$ cat config.mk
export PLATFORM = sky130hd
export DESIGN_NAME = rotary_encoder_with_button_flat
export DESIGN_NICKNAME = d
export VERILOG_FILES = /design/src/rtl/core/reb_pkg.sv /design/src/rtl/core/reb_req_if.sv /design/src/rtl/core/reb_rsp_if.sv /design/src/rtl/core/rotary_encoder_with_button.sv /design/src/flat_wrapper.sv
export SDC_FILE = /design/constraint.sdc
export NUM_CORES = 1
export LEC_CHECK = 0
export BUFFER_PORTS_ARGS = -buffer_cell sky130_fd_sc_hd__buf_2
export CAP_MARGIN = 20
export CORE_AREA = 2 2 105 107
export CTS_BUF_LIST = sky130_fd_sc_hd__clkbuf_4 sky130_fd_sc_hd__clkbuf_8
export DETAILED_ROUTE_END_ITERATION = 7
export DIE_AREA = 0 0 107 109
export PLACE_DENSITY = 0.83
export SLEW_MARGIN = 10
export SYNTH_ARGS = -nofsm -noshare
export SYNTH_HDL_FRONTEND = slang
export SYNTH_SLANG_ARGS = --single-unit
$ cat constraint.sdc
create_clock -name clock -period 4.3 [get_ports clock]
set_clock_uncertainty 0.05 [all_clocks]
set_input_delay 0.645 -clock clock [delete_from_list [all_inputs] [get_ports clock]]
set_output_delay 0.645 -clock clock [all_outputs]
set_load 0.05 [all_outputs]
$ cat src/rtl/core/reb_pkg.sv
// ----------------------------------------------------------------------------
// reb_pkg
// Shared types and constants for the debounced rotary encoder with button.
// ----------------------------------------------------------------------------
package reb_pkg;

   // Field widths
   localparam int BtnTimerWidth   = 16;
   localparam int PhaseTimerWidth = 8;
   localparam int CountWidth      = 8;
   localparam int WordWidth       = 2 * CountWidth;

   // Register file geometry
   localparam int CsrDataWidth = 32;
   localparam int CsrAddrWidth = 3;

   typedef logic [BtnTimerWidth-1:0]   btn_timer_type;
   typedef logic [PhaseTimerWidth-1:0] phase_timer_type;
   typedef logic [CountWidth-1:0]      count_type;
   typedef logic [WordWidth-1:0]       word_type;

   // Register indexes (byte address = 4 * index)
   typedef enum logic [0:0] {
      REG_BUTTON_SETTLE = 1'b0,
      REG_PHASE_SETTLE  = 1'b1
   } reg_index_type;

   // Reset values of the registers
   localparam btn_timer_type   BTN_SETTLE_RESET   = 16'd10;
   localparam phase_timer_type PHASE_SETTLE_RESET = 8'd1;

endpackage

$ cat src/rtl/core/reb_req_if.sv
// ----------------------------------------------------------------------------
// reb_req_if
// Input channel: one beat per sampling tick with raw pin levels.
// ----------------------------------------------------------------------------
interface reb_req_if;

   logic valid;
   logic ready;
   logic button_level;
   logic phase_a_level;
   logic phase_b_level;
   logic clear_request;

   modport source (
      output valid, button_level, phase_a_level, phase_b_level, clear_request,
      input  ready
   );

   modport sink (
      input  valid, button_level, phase_a_level, phase_b_level, clear_request,
      output ready
   );

endinterface

$ cat src/rtl/core/reb_rsp_if.sv
// ----------------------------------------------------------------------------
// reb_rsp_if
// Result channel: one beat per tick carrying the packed count word.
// ----------------------------------------------------------------------------
interface reb_rsp_if
   import reb_pkg::*;
();

   logic     valid;
   logic     ready;
   word_type packed_word;

   modport source (
      output valid, packed_word,
      input  ready
   );

   modport sink (
      input  valid, packed_word,
      output ready
   );

endinterface

$ cat src/rtl/core/rotary_encoder_with_button.sv
// ----------------------------------------------------------------------------
// rotary_encoder_with_button
// Debounced push button and quadrature encoder with press and position counts.
// ----------------------------------------------------------------------------
// Each input beat is one sampling tick and yields exactly one result beat.
// A beat is registered in the input register; the debounce filters, the
// decoder and the counters then update when the packed word is loaded into
// the output register, which can stall while a result waits. The result is
// offered from the output register. The block takes one beat per clock cycle
// as long as the output register frees up; the two-entry path (input
// register, output register) can accept one more beat while a result waits.
// The two settle thresholds sit in an APB-style register file (button at
// 0x0, phase at 0x4); the user must write them only while no tick is in
// flight, and the block itself does not enforce it.
// ----------------------------------------------------------------------------
module rotary_encoder_with_button
   import reb_pkg::*;
(
   input  logic                    clock,
   input  logic                    reset,
   reb_req_if.sink                 req_ch,
   reb_rsp_if.source               rsp_ch,
   input  logic                    psel,
   input  logic                    penable,
   input  logic                    pwrite,
   input  logic [CsrAddrWidth-1:0] paddr,
   input  logic [CsrDataWidth-1:0] pwdata,
   output logic [CsrDataWidth-1:0] prdata,
   output logic                    pready
);

   // Configuration registers
   btn_timer_type   btn_settle_ff;
   phase_timer_type phase_settle_ff;
   reg_index_type   csr_index;
   logic            csr_write;

   // Input register
   logic s1_valid_ff;
   logic s1_btn_ff, s1_pa_ff, s1_pb_ff, s1_clr_ff;

   // Filter and counter state
   logic            btn_stable_ff, a_filt_ff, b_filt_ff, a_prev_ff, b_prev_ff;
   btn_timer_type   btn_timer_ff;
   phase_timer_type a_timer_ff, b_timer_ff;
   count_type       press_ff, pos_ff;

   logic            btn_stable_in, a_filt_in, b_filt_in, a_prev_in, b_prev_in;
   btn_timer_type   btn_timer_in;
   phase_timer_type a_timer_in, b_timer_in;
   count_type       press_in, pos_in;
   logic            btn_accept, a_accept, b_accept;

   // Output register
   logic     out_valid_ff;
   word_type out_word_ff;
   word_type out_word_in;

   // Handshake
   logic out_load;
   logic s1_load;

   // ---- Register file ----
   assign pready    = 1'b1;
   assign csr_index = reg_index_type'(paddr[2]);
   assign csr_write = psel && penable && pwrite && pready;

   always_comb begin
      case (csr_index)
         REG_BUTTON_SETTLE: begin
            prdata = {{(CsrDataWidth-BtnTimerWidth){1'b0}}, btn_settle_ff};
         end
         REG_PHASE_SETTLE: begin
            prdata = {{(CsrDataWidth-PhaseTimerWidth){1'b0}}, phase_settle_ff};
         end
         default: begin
            prdata = '0;
         end
      endcase
   end

   always_ff @(posedge clock) begin
      if (reset) begin
         btn_settle_ff   <= BTN_SETTLE_RESET;
         phase_settle_ff <= PHASE_SETTLE_RESET;
      end else if (csr_write) begin
         case (csr_index)
            REG_BUTTON_SETTLE: begin
               btn_settle_ff <= pwdata[BtnTimerWidth-1:0];
            end
            REG_PHASE_SETTLE: begin
               phase_settle_ff <= pwdata[PhaseTimerWidth-1:0];
            end
            default: begin
               btn_settle_ff <= btn_settle_ff;
            end
         endcase
      end
   end

   // ---- Flow control: output register frees, input register drains ----
   assign out_load     = s1_valid_ff && (!out_valid_ff || rsp_ch.ready);
   assign s1_load      = req_ch.valid && req_ch.ready;
   assign req_ch.ready = !s1_valid_ff || out_load;

   always_ff @(posedge clock) begin
      if (reset) begin
         s1_valid_ff <= 1'b0;
      end else if (req_ch.ready) begin
         s1_valid_ff <= req_ch.valid;
      end
   end

   always_ff @(posedge clock) begin
      if (s1_load) begin
         s1_btn_ff <= req_ch.button_level;
         s1_pa_ff  <= req_ch.phase_a_level;
         s1_pb_ff  <= req_ch.phase_b_level;
         s1_clr_ff <= req_ch.clear_request;
      end
   end

   // ---- Debounce filters: timer holds on agreement, clears on accept ----
   always_comb begin
      btn_timer_type   btn_inc;
      phase_timer_type a_inc;
      phase_timer_type b_inc;

      btn_inc = btn_timer_ff + 1'b1;
      a_inc   = a_timer_ff + 1'b1;
      b_inc   = b_timer_ff + 1'b1;

      btn_accept = (s1_btn_ff != btn_stable_ff) && (btn_inc > btn_settle_ff);
      a_accept   = (s1_pa_ff != a_filt_ff) && (a_inc > phase_settle_ff);
      b_accept   = (s1_pb_ff != b_filt_ff) && (b_inc > phase_settle_ff);

      btn_timer_in  = btn_timer_ff;
      btn_stable_in = btn_stable_ff;
      if (s1_btn_ff != btn_stable_ff) begin
         btn_timer_in = btn_accept ? '0 : btn_inc;
      end
      if (btn_accept) begin
         btn_stable_in = s1_btn_ff;
      end

      a_timer_in = a_timer_ff;
      a_filt_in  = a_filt_ff;
      if (s1_pa_ff != a_filt_ff) begin
         a_timer_in = a_accept ? '0 : a_inc;
      end
      if (a_accept) begin
         a_filt_in = s1_pa_ff;
      end

      b_timer_in = b_timer_ff;
      b_filt_in  = b_filt_ff;
      if (s1_pb_ff != b_filt_ff) begin
         b_timer_in = b_accept ? '0 : b_inc;
      end
      if (b_accept) begin
         b_filt_in = s1_pb_ff;
      end
   end

   // ---- Decoder and counters; A change wins over a B change ----
   always_comb begin
      press_in  = press_ff;
      pos_in    = pos_ff;
      a_prev_in = a_prev_ff;
      b_prev_in = b_prev_ff;

      if (btn_accept && !s1_btn_ff) begin
         press_in = press_ff + 1'b1;
      end

      if (a_filt_in != a_prev_ff) begin
         if (!b_prev_ff && !a_filt_in) begin
            pos_in = pos_ff + 1'b1;
         end
         a_prev_in = a_filt_in;
      end else if (b_filt_in != b_prev_ff) begin
         if (!a_prev_ff && !b_filt_in) begin
            pos_in = pos_ff - 1'b1;
         end
         b_prev_in = b_filt_in;
      end

      if (s1_clr_ff) begin
         press_in    = '0;
         pos_in      = '0;
         out_word_in = '0;
      end else begin
         out_word_in = {press_in, pos_in};
      end
   end

   // ---- State update, one tick per loaded beat ----
   always_ff @(posedge clock) begin
      if (reset) begin
         btn_stable_ff <= 1'b0;
         btn_timer_ff  <= '0;
         a_filt_ff     <= 1'b0;
         b_filt_ff     <= 1'b0;
         a_timer_ff    <= '0;
         b_timer_ff    <= '0;
         a_prev_ff     <= 1'b0;
         b_prev_ff     <= 1'b0;
         press_ff      <= '0;
         pos_ff        <= '0;
      end else if (out_load) begin
         btn_stable_ff <= btn_stable_in;
         btn_timer_ff  <= btn_timer_in;
         a_filt_ff     <= a_filt_in;
         b_filt_ff     <= b_filt_in;
         a_timer_ff    <= a_timer_in;
         b_timer_ff    <= b_timer_in;
         a_prev_ff     <= a_prev_in;
         b_prev_ff     <= b_prev_in;
         press_ff      <= press_in;
         pos_ff        <= pos_in;
      end
   end

   // ---- Output register ----
   always_ff @(posedge clock) begin
      if (reset) begin
         out_valid_ff <= 1'b0;
      end else if (!out_valid_ff || rsp_ch.ready) begin
         out_valid_ff <= s1_valid_ff;
      end
   end

   always_ff @(posedge clock) begin
      if (out_load) begin
         out_word_ff <= out_word_in;
      end
   end

   assign rsp_ch.valid       = out_valid_ff;
   assign rsp_ch.packed_word = out_word_ff;

endmodule

$ cat src/flat_wrapper.sv
// flat-port wrapper written by rule: the top's interface ports become plain ports
module rotary_encoder_with_button_flat import reb_pkg::*;
  (clock, reset, psel, penable, pwrite, paddr, pwdata, prdata, pready, req_ch_valid, req_ch_button_level, req_ch_phase_a_level, req_ch_phase_b_level, req_ch_clear_request, req_ch_ready, rsp_ch_valid, rsp_ch_packed_word, rsp_ch_ready);
  reb_req_if req_ch_i ();
  reb_rsp_if rsp_ch_i ();
  input  logic clock;
  input  logic reset;
  input  logic psel;
  input  logic penable;
  input  logic pwrite;
  input  logic [CsrAddrWidth-1:0] paddr;
  input  logic [CsrDataWidth-1:0] pwdata;
  output logic [CsrDataWidth-1:0] prdata;
  output logic pready;
  input wire logic [$bits(req_ch_i.valid)-1:0] req_ch_valid;
  input wire logic [$bits(req_ch_i.button_level)-1:0] req_ch_button_level;
  input wire logic [$bits(req_ch_i.phase_a_level)-1:0] req_ch_phase_a_level;
  input wire logic [$bits(req_ch_i.phase_b_level)-1:0] req_ch_phase_b_level;
  input wire logic [$bits(req_ch_i.clear_request)-1:0] req_ch_clear_request;
  output wire logic [$bits(req_ch_i.ready)-1:0] req_ch_ready;
  output wire logic [$bits(rsp_ch_i.valid)-1:0] rsp_ch_valid;
  output wire logic [$bits(rsp_ch_i.packed_word)-1:0] rsp_ch_packed_word;
  input wire logic [$bits(rsp_ch_i.ready)-1:0] rsp_ch_ready;
  assign req_ch_i.valid = req_ch_valid;
  assign req_ch_i.button_level = req_ch_button_level;
  assign req_ch_i.phase_a_level = req_ch_phase_a_level;
  assign req_ch_i.phase_b_level = req_ch_phase_b_level;
  assign req_ch_i.clear_request = req_ch_clear_request;
  assign req_ch_ready = req_ch_i.ready;
  assign rsp_ch_valid = rsp_ch_i.valid;
  assign rsp_ch_packed_word = rsp_ch_i.packed_word;
  assign rsp_ch_i.ready = rsp_ch_ready;
  rotary_encoder_with_button u_core (.clock(clock), .reset(reset), .req_ch(req_ch_i), .rsp_ch(rsp_ch_i), .psel(psel), .penable(penable), .pwrite(pwrite), .paddr(paddr), .pwdata(pwdata), .prdata(prdata), .pready(pready));
endmodule
Word level (Yosys, flattened, before mapping)
Cells that the tools add are included. Widths: inputs -> output; s select.

Add/subtract/negate cells: 6. Magnitude comparators: 3. Eq/ne operators: 5. Multiplexer cells: 13. Bitwise gates (word level): 2. Reductions and logical operators: 27.

Operators by type and width (count): $mux 8 (9); $pmux 32 s2 (1); $add 8x1->8 const B (4); $add 16x1->16 const B (1); $gt 16x16->1 (1); $gt 8x8->1 (2); $mux 16 (1); $reduce_and 2->1 (7); $logic_and 1x1->1 (10); $sub 8x1->8 const B (1); $logic_not 1->1 (7); $ne 1x1->1 (5); $reduce_and 3->1 (1); $logic_or 1x1->1 (2); $mux 1 (2); $not 1->1 (2).

Flip-flop bits (word level): 99. Input port bits: 46. Logic and storage cells: 75.

Depth between registers and ports, before layout
Gate-level depths: netlist of run 1.

Word-level depth: 10. Mapped depth: 16. Depth with buffers taken out: 14.

Worst setup path after synthesis of run 1
Ideal clock, no wire load.

Path type: register -> register. From: register u_core.btn_timer_ff[0]. To: register u_core.out_word_ff[14] (netlist: u_core.rsp_ch.packed_word[14]) (data pin). Library setup time: 0.266 ns. Data arrival time: 3.298 ns. Data required time: 3.984 ns. Setup slack: 0.686 ns. Stages on the path, launching flop included: 17. Buffers on the path: 2. Clock period less this slack: 3.614 ns. Path through: dfxtp_1 ha_1 inv_1 or3_1 nor3_2 nand3_1 xnor2_1 ha_1 a21oi_1 nand2_1 a21oi_1 or4b_1 buf_2 buf_2 nor3b_2 xnor2_1 nor2_1.

Word-level cells in the longest chain between the ends: 5.

Ends and longest elaborated chain: start, declared (RTL line rotary_encoder_with_button.sv:44) `btn_timer_type btn_timer_ff;`; start signal, assigned (RTL line rotary_encoder_with_button.sv:212) `btn_timer_ff <= btn_timer_in;`; $add 16x1->16 (RTL line rotary_encoder_with_button.sv:129) `btn_inc = btn_timer_ff + 1'b1;`; $gt 16x16->1 (RTL line rotary_encoder_with_button.sv:133) `btn_accept = (s1_btn_ff != btn_stable_ff) && (btn_inc > btn_settle_ff);`; $logic_and 1x1->1 (RTL line rotary_encoder_with_button.sv:133); $logic_and 1x1->1 (RTL line rotary_encoder_with_button.sv:172) `if (btn_accept && !s1_btn_ff) begin`; $mux 8 (RTL line rotary_encoder_with_button.sv:172); end signal, assigned (RTL line rotary_encoder_with_button.sv:235) `out_word_ff <= out_word_in;`; end, declared (RTL line rotary_encoder_with_button.sv:56) `word_type out_word_ff;`.

No other way between the ends. A chain may end at the register's enable or synchronous reset.

Worst setup path after layout of run 1
From: register u_core.btn_timer_ff[0]. To: register u_core.out_word_ff[12] (netlist: u_core.rsp_ch.packed_word[12]) (data pin).

The elaborated chain is that of the path after synthesis.

==> results.json, run 1 <==
{
  "status": "finished clean",
  "cts_tree": "yes",
  "initial_core_util_pct": 57.15,
  "fin_area_um2": 6591,
  "nFillCells": 898,
  "synthTopCellsByArea": "dfxtp_1 26%, edfxtp_1 9.9%, ha_1 7.8%",
  "synth_ff_type": "dfxtp_1",
  "synth_top_area_share_pct": 26.10,
  "p_per_area_nw_per_um2": 285.8,
  "avgRoutedWirePerCell_um": 14.92,
  "drtAntennaViolNets": 0,
  "ir_drop_v": 0.0001682,
  "slew_viol_final": 0,
  "antenna_found_initial": 0,
  "rsz0062_at_grt": "false",
  "gp_congestion": 0.8782,
  "worst_path_max_delay_cell": "or3b_2",
  "synthArstFlopShare_pct": 0,
  "cts-root-buf": "clkbuf_8",
  "crit_chain": "ha_1 -> inv_1 -> or3_1 -> nor3_2 -> nand3_1 -> xnor2_1 -> ha_1 -> nand4_1 -> nor4_1 -> buf_4 -> or3b_2 -> nor3b_1 -> xnor2_1 -> nor2_1",
  "fin_crit_ns": 4.114,
  "grt_pass1_wl_um": 22910,
  "areaGrowthSynthToFinish_pct": 8.776,
  "drive_gt1_share_pct": 13.44,
  "fmax_mhz": 243.1,
  "regArea_um2": 2182,
  "drv_cap": 0,
  "finalNetCount": 875,
  "num_vias": 5486,
  "diodes": 0,
  "path_buf_inv": 2,
  "io_buffers": 61,
  "grt_pass1_vias": 5154,
  "row_count": 38,
  "critPathArrivalTime_ns": 4.19,
  "clk-insertion-delay-late_ns": 0.37,
  "critPathRequiredTime_ns": 4.37,
  "htreeDepth": 3,
  "wl_um": 13960,
  "syn_area_um2": 6060,
  "slowest_delay_ns": 0.51,
  "power.leakage_uw": 0.002539,
  "ys_types": 65,
  "synth_edf_count": 20,
  "met2_usage_pct": 42.95,
  "cp-end-kind": "flop",
  "path_class": "flop to flop",
  "place_area_um2": 6392,
  "drtPass1Iterations": 5,
  "ios": 97,
  "dieArea_um2": 11660,
  "multi_input_area_um2": 3535,
  "overflow": 0,
  "ys_ff_latch": 99,
  "synthMostInstantiatedCell": "nand2_1",
  "netlist_top_cells_count": "91 x nand2_1, 79 x dfxtp_1, 75 x a21oi_1",
  "grt.busiest_layer": "met2",
  "timing.slew.headroom_pct": 53.22,
  "yosysWarnings": 0,
  "hp-class": "input port to flop",
  "track_usage_pct": 24.25,
  "drt-initial-drc-count": 324,
  "gr-usage-met3_pct": 3.048,
  "avgViaCountPerCell": 5.861,
  "cts.sinks": 99,
  "coreArea_um2": 10600,
  "die_h_um": 109,
  "tightest_slew_ns": 0.6974,
  "grtUsageMet1_pct": 29.68,
  "fin_cells": 936,
  "synth_seq_area_share_pct": 36.01,
  "grt_max_degree": 65,
  "crit_path_start_kind": "flop",
  "finalSetupViolations": 0,
  "post-place-cells": 919,
  "post-route-drc-count": 0,
  "post-route-period-util_pct": 95.68,
  "yosysTopAreaCell": "dfxtp_1",
  "crit_fanout": 5,
  "cp_top_family": "simple AND/OR/NAND/NOR gates",
  "hold_viol": 0,
  "synthCells": 746,
  "setup_tns_ns": 0,
  "die_x_um": 107,
  "synth.avg_cell_area_um2": 8.123,
  "path_clk_slew_ns": 0.09,
  "cts-buffers-inserted": 9,
  "post-dp-hpwl_um": 10100,
  "clockBufferDepth": 2
}
metrics by stage:
| step | power (uW) | worst slack, ns | util (%) | hold WS (ns) |
|---|---|---|---|---|
| 3_3_place_gp | 1299 | 0.3316 | 60.29 | 0.3942 |
| 5_1_grt | 1955 | 0.001168 | 62.17 | 0.3822 |
| 3_5_place_dp | 1312 | 0.1929 | 60.29 | 0.3973 |
| 4_1_cts | 1887 | 0.1568 | 62.06 | 0.3912 |
| 2_1_floorplan | 1258 | 0.6860 | - | 0.3863 |
| 6_report | 1884 | 0.1859 | 62.17 | 0.4015 |
placed cells by master (no fill, tap or decap), types with 7 or more instances in the layout:
master	synthesis	layout
nand2b_1	10	10
nand4_1	21	21
a21oi_1	75	75
dfxtp_1	79	79
conb_1	2	17
nor3_1	11	11
or2_2	7	7
edfxtp_1	20	20
nand2_1	91	91
ha_1	38	38
mux2i_1	10	10
or3_1	9	9
nor2_1	63	63
buf_2	4	61
inv_1	34	34
buf_4	17	10
o21ai_0	23	23
xnor2_1	21	21
xor2_1	15	15
nor2b_1	14	14
nor3b_1	7	7
o211ai_1	9	9
nand3_1	43	43
and3_1	9	9
nand3b_1	9	9
clkbuf_8	0	11
repair_timing:
action | in CTS | in global routing
gates resized for setup | 0 | 1
hold buffers | 0 | 0
endpoints found under the setup margin | 0 | 14
setup buffers | 0 | 0
where the power goes:
part,switching [uW],internal [uW]
Sequential,16.1,968
Combinational,228,84.1
Clock,331,257
Total,575,1310
state kept, by name (all words and copies together) (netlist names), 8 cells and up:
register	flops
u_core.a_timer_ff	8
u_core.b_timer_ff	8
u_core.btn_settle_ff	16
u_core.btn_timer_ff	16
u_core.phase_settle_ff	8
u_core.pos_ff	8
u_core.press_ff	8
u_core.rsp_ch.packed_word	16
kinds of logic (layout without fill, tap and decap cells):
kind of cell,after synthesis,after routing,share of synthesized area [%]
AND/OR/NAND/NOR,317,317,26.20
AO/OA/AOI/OAI,155,155,15.94
flip-flops,99,99,36.01
buffers and inverters,87,122,6.649
adder cells (fa/ha/maj),38,38,7.846
XOR/XNOR,36,36,5.204
multiplexers,12,12,2.024
other,2,17,0.1239
final cells by class:
| cell class | count | area share [%] |
|---|---|---|
| clock inverter | 3 | 0.3227 |
| clock buffer | 13 | 2.525 |
| timing repair buffer | 71 | 5.771 |
| inverter | 35 | 1.993 |
| sequential | 99 | 33.11 |
| multi-input combinational | 575 | 53.63 |
| tap | 140 | 2.658 |
worst paths after layout:
path | startpoint | endpoint | slack [ns] | cells after the start
setup reg to reg | u_core.btn_timer_ff[0] | u_core.rsp_ch.packed_word[12] | 0.19 | 14
setup / recovery | u_core.btn_timer_ff[0] | u_core.rsp_ch.packed_word[12] | 0.19 | 14
hold / removal | req_ch_clear_request | u_core.s1_clr_ff | 0.40 | 1
hold reg to reg | u_core.btn_settle_ff[13] | u_core.btn_settle_ff[13] | 0.41 | 2
routing by layer:
layer	vias to the layer above	part of all wire, %
li1	2704	-
met1	2588	44
met2	168	50
met3	26	4.4
met4	0	2.1
met5	-	0
Note: power is estimated with default switching activity, not from simulation.
==> inputs of run 2 (changes only) <==
ABC_AREA = 1   (was default)
ABC_CLOCK_PERIOD_IN_PS = 4300   (was default)
CORE_AREA = 2 2 102 104   (was 2 2 105 107)
DIE_AREA = 0 0 104 106   (was 0 0 107 109)
==> results.json, run 2 <==
{
  "status": "finished clean",
  "timing.slew.headroom_pct": 48.63,
  "num_vias": 4915,
  "cp-end-kind": "flop",
  "synth.avg_cell_area_um2": 7.394,
  "path_clk_slew_ns": 0.11,
  "overflow": 0,
  "post-dp-hpwl_um": 8337,
  "ir_drop_v": 0.0002130,
  "finalSetupViolations": 0,
  "areaGrowthSynthToFinish_pct": 9.745,
  "post-route-period-util_pct": 78.87,
  "slew_viol_final": 0,
  "cts.sinks": 99,
  "crit_chain": "ha_1 -> nand2_2 -> nor2_4 -> nand3_2 -> nor2_2 -> and2_4 -> nand2_4 -> nor3_4 -> xor2_2 -> ha_1 -> nand2_1 -> inv_1 -> nand4_1 -> nor2_1 -> nor2_1 -> nand3_2 -> inv_1 -> nand2_1 -> nand3_1 -> inv_1",
  "finalNetCount": 907,
  "p_per_area_nw_per_um2": 317.0,
  "post-route-drc-count": 0,
  "slowest_delay_ns": 0.44,
  "finalPower_uw": 1983,
  "dieArea_um2": 11020,
  "initial_core_util_pct": 57.01,
  "synthArstFlopShare_pct": 0,
  "post-cts-setup-buffers": 0,
  "avgRoutedWirePerCell_um": 12.03,
  "synth_seq_area_share_pct": 38.28,
  "fmax_mhz": 294.9,
  "cts-hold-fix-buffers": 0,
  "clk-insertion-delay-late_ns": 0.39,
  "synthCells": 771,
  "synth_top_area_share_pct": 27.74,
  "io_buffers": 61,
  "final_cell_mix": "180 x nand2_1, 104 x inv_1, 82 x a21oi_1, 79 x dfxtp_1, 61 x buf_2",
  "drv_cap": 0,
  "drt-initial-drc-count": 274,
  "crit_fanout": 9,
  "synth_edf_count": 20,
  "cts-root-buf": "clkbuf_8",
  "rsz0062_at_grt": "false",
  "die_h_um": 106,
  "fin_area_um2": 6256,
  "ys_types": 37,
  "fin_crit_ns": 3.391,
  "critPathRequiredTime_ns": 4.41,
  "die_x_um": 104,
  "coreArea_um2": 10000,
  "netlist_top_cells_count": "180 x nand2_1, 104 x inv_1, 82 x a21oi_1",
  "antenna_found_initial": 0,
  "track_usage_pct": 22.13,
  "setup_tns_ns": 0,
  "nFillCells": 925,
  "critPathArrivalTime_ns": 3.50,
  "wl_um": 11590,
  "ys_ff_latch": 99,
  "drive_gt1_share_pct": 12.92,
  "synth_ff_type": "dfxtp_1",
  "yosysTopAreaCell": "dfxtp_1",
  "worst_path_max_delay_cell": "nor2_1",
  "grt_max_degree": 47,
  "gp_congestion": 0.8633,
  "htreeDepth": 3,
  "drtAntennaViolNets": 0,
  "drtPass1Iterations": 5,
  "avgViaCountPerCell": 5.099,
  "synthTopCellsByArea": "dfxtp_1 28%, nand2_1 12%, edfxtp_1 11%",
  "hold_viol": 0,
  "crit_path_start_kind": "flop",
  "diodes": 0,
  "hp-class": "input port to flop",
  "cts_resized": 0,
  "cts-buffers-inserted": 9,
  "syn_area_um2": 5700,
  "grt_pass1_wl_um": 20070,
  "tightest_slew_ns": 0.7697,
  "grt_pass1_vias": 4687,
  "row_count": 37,
  "ios": 97,
  "power.leakage_uw": 0.003028,
  "synthMostInstantiatedCell": "nand2_1",
  "cts_tree": "yes",
  "place_area_um2": 6035,
  "yosysWarnings": 0,
  "path_class": "flop to flop",
  "crit_top_cell": "inv_1",
  "final_common_cell": "nand2_1",
  "clockBufferDepth": 2
}
-- run 2: cell count changes after synthesis, sizes merged, moves of 11 or more --
cell,change
xor2,+11
nand2,+96
xnor2,-14
o21ai,+31
nor2,-13
nor2b,-14
inv,+73
-- run 2: where the power goes --
group	switching, uW	total, uW	internal (uW)
Sequential	24.6	1010	985
Clock	353	631	278
Combinational	253	343	90.1
Total	631	1980	1350
-- run 2: final timing paths --
kind                          startpoint                           end  slack, ns  depth (start not counted)
setup / recovery  u_core.btn_timer_ff[0]  u_core.rsp_ch.packed_word[9]       0.91                         20
hold / removal       req_ch_button_level              u_core.s1_btn_ff       0.37                          1
setup reg to reg  u_core.btn_timer_ff[0]  u_core.rsp_ch.packed_word[9]       0.91                         20
hold reg to reg     u_core.btn_stable_ff          u_core.btn_stable_ff       0.43                          2
-- run 2: per-layer routing --
metal / global-route usage (%) / routed length [um]
met2: 39.00 / 5465
met1: 26.97 / 5332
met4: 9.653 / 215
met3: 3.250 / 580
met5: 0 / 0
-- run 2: cells by family after synthesis --
family          synth area share [%]
xor+xnor                       5.334
other cells                   0.1317
flops                          38.28
buf+inv                        10.84
compound gates                 13.43
simple gates                   23.64
fa+ha+maj                      8.341
-- run 2: layout make-up --
cell class	count	area, um2	area share, %
Tap cell	136	170.2	2.720
Sequential cell	99	2182	34.88
Clock inverter	7	82.58	1.320
Multi-Input combinational cell	541	2957	47.26
Clock buffer	9	123.9	1.980
Timing Repair Buffer	64	335.3	5.360
Inverter	108	405.4	6.480
-- run 2: worst max-delay path: cells and delay by family, from the launching register on --
family,cells,cell delay (ns)
adder cells (fa/ha/maj),2,0.46
buffers and inverters,3,0.24
AND/OR/NAND/NOR,14,1.89
XOR/XNOR,1,0.17
flip-flops,1,0.39
-- run 2: stage by stage --
| stage | utilization [%] | std cells | hold slack (ns) | setup slack (ns) |
|---|---|---|---|---|
| after floorplan | - | 786 | 0.4000 | 1.352 |
| after global placement | 60.35 | 947 | 0.4111 | 0.9546 |
| after CTS | 62.41 | 963 | 0.3622 | 0.8886 |
| after global routing | 62.56 | 964 | 0.3649 | 0.5264 |
| after detailed placement | 60.35 | 947 | 0.4226 | 0.9017 |
| final | 62.56 | 964 | 0.3711 | 0.9087 |
==> inputs of run 3 (changes only) <==
ABC_CLOCK_PERIOD_IN_PS = 2750   (was 4300)
CORE_AREA = 2 2 107 109   (was 2 2 102 104)
DIE_AREA = 0 0 109 111   (was 0 0 104 106)
PLACE_DENSITY = 0.8   (was 0.83)
clock period = 2.75 ns   (was 4.3 ns; I/O delays follow)
==> results.json, run 3 (same netlist as run 2, synthesis figures left out) <==
{
  "status": "complete, but fails checks",
  "violations": "negative setup slack",
  "htreeDepth": 3,
  "timing.slew.headroom_pct": 59.86,
  "slew_viol_final": 0,
  "final_util_pct": 64.02,
  "post-dp-hpwl_um": 8861,
  "slowest_delay_ns": 0.38,
  "drive_gt1_share_pct": 27.30,
  "cts-buffers-inserted": 9,
  "grt_pass1_wl_um": 22060,
  "initial_core_util_pct": 51.46,
  "highest_layer": "met4",
  "wl_um": 14010,
  "grt_max_degree": 53,
  "diodes": 0,
  "overflow": 0,
  "avgViaCountPerCell": 5.207,
  "drtAntennaViolNets": 0,
  "r2r-start": "u_core.btn_timer_ff[0]",
  "hold_viol": 0,
  "gp_congestion": 0.8640,
  "final_common_cell": "nand2_1",
  "drv_cap": 0,
  "areaGrowthSynthToFinish_pct": 24.41,
  "ios": 97,
  "power.leakage_uw": 0.003341,
  "fmax_mhz": 332.6,
  "clk-insertion-delay-late_ns": 0.38,
  "path_class": "flop to flop",
  "critPathRequiredTime_ns": 2.85,
  "worst_path_max_delay_cell": "dfxtp_4",
  "reg2reg_to": "u_core.rsp_ch.packed_word[11]",
  "clockBufferDepth": 2,
  "rsz0062_at_grt": "true",
  "path_buf_inv": 3,
  "drtPass1Iterations": 5,
  "tightest_slew_ns": 0.6015,
  "endpoint": "u_core.rsp_ch.packed_word[11]",
  "cts-root-buf": "clkbuf_8",
  "crit_chain": "inv_1 -> nor2_2 -> nand4_1 -> nor2_2 -> nand2_2 -> nor2_4 -> xor2_2 -> ha_1 -> a21oi_1 -> o21ai_1 -> a41oi_2 -> nand2_4 -> buf_6 -> nand4_1 -> nand2_1 -> nand2_1 -> inv_1",
  "ir_drop_v": 0.0003941,
  "wl_met2_um": 6999,
  "cp-end-kind": "flop",
  "worstSetupStartpoint": "u_core.btn_timer_ff[0]",
  "cts.sinks": 99,
  "reg2regPathDepth": 17,
  "r2r_slack_ns": -0.26,
  "grt_pass1_vias": 4896,
  "row_count": 39,
  "cts_tree": "yes",
  "post-route-period-util_pct": 109.3,
  "die_h_um": 111,
  "finalPower_uw": 3286,
  "final_cell_mix": "160 x nand2_1, 95 x inv_1, 72 x a21oi_1, 70 x dfxtp_1, 61 x buf_2",
  "coreArea_um2": 11080,
  "post-route-drc-count": 0,
  "path_clk_slew_ns": 0.11,
  "io_buffers": 61,
  "avgRoutedWirePerCell_um": 13.71,
  "wl_met1_um": 6115,
  "critPathArrivalTime_ns": 3.11,
  "cp_top_family": "simple AND/OR/NAND/NOR gates",
  "drt-initial-drc-count": 353,
  "layout_setup_ws_ns": -0.2570,
  "antenna_found_initial": 0,
  "finalSetupViolations": 46,
  "hp-class": "input port to flop",
  "finalNetCount": 958,
  "dieArea_um2": 12100,
  "num_vias": 5322,
  "track_usage_pct": 22.50,
  "wl_met3_um": 653,
  "die_x_um": 109,
  "p_per_area_nw_per_um2": 463.3,
  "fin_crit_ns": 3.007,
  "crit_cells": 17,
  "hold_depth": 1,
  "crit_fanout": 6,
  "nFillCells": 895,
  "crit_path_start_kind": "flop"
}
run 3: report_power, final:
part	total [uW]	internal [uW]	switching, uW
combinational	711	223	488
clock	994	435	560
sequential	1580	1540	41.2
run 3: final cells by class:
type                    count  area (um2)  area share [%]
clock buffers               9       123.9           1.747
flip-flops and latches     99        2198           31.00
repair buffers            113       743.2           10.48
well taps                 143       178.9           2.523
clock inverters             7       82.58           1.164
multi-input cells         543        3359           47.37
inverters                 108       405.4           5.716
run 3: per-stage QoR:
step | setup WS, ns | std cells | hold slack (ns) | TNS [ns] | cell area [um2]
after floorplan | 0.02899 | 786 | 0.4000 | 0 | 5799
after global placement | -0.1349 | 992 | 0.4097 | -2.395 | 6396
after detailed placement | -0.2362 | 992 | 0.4265 | -5.220 | 6396
after CTS | -0.1356 | 1015 | 0.1358 | -3.571 | 6790
after global routing | -0.4156 | 1022 | 0.1362 | -16.31 | 7092
final | -0.2570 | 1022 | 0.1484 | -7.584 | 7092
run 3: how the worst min path moves through the flow:
stage                       startpoint                      end  slack [ns]
3_3_place_gp      u_core.btn_stable_ff     u_core.btn_stable_ff        0.41
6_report          req_ch_phase_a_level          u_core.s1_pa_ff        0.15
3_5_place_dp      u_core.a_timer_ff[7]     u_core.a_timer_ff[7]        0.43
4_1_cts           req_ch_phase_a_level          u_core.s1_pa_ff        0.14
2_1_floorplan  u_core.btn_settle_ff[2]  u_core.btn_settle_ff[2]        0.40
5_1_grt           req_ch_phase_b_level          u_core.s1_pb_ff        0.14
run 3: worst register-to-register path, delay by kind of cell, from the launching register on:
| family | cells | cell delay [ns] |
|---|---|---|
| and+or+nand+nor | 9 | 1.13 |
| AOI/OAI and AO/OA | 3 | 0.52 |
| DFF | 1 | 0.38 |
| buffers and inverters | 3 | 0.28 |
| adders and majority gates | 1 | 0.28 |
| xor gates and xnor gates | 1 | 0.16 |
run 3: timing repair:
action                                  4_1_cts  5_1_grt
hold buffers                                  0        0
endpoints found under the setup margin       49       66
pin swaps                                     8       16
cloned                                        2        0
buffers inserted                              5        9
gates resized for setup                      37       66
run 3: layer usage:
| layer | track usage [%] | up-vias |
|---|---|---|
| met4 | 7.607 | 0 |
| met2 | 37.64 | 138 |
| met3 | 3.762 | 22 |
| met1 | 29.14 | 2483 |
| met5 | 0 | - |
| li1 | - | 2679 |
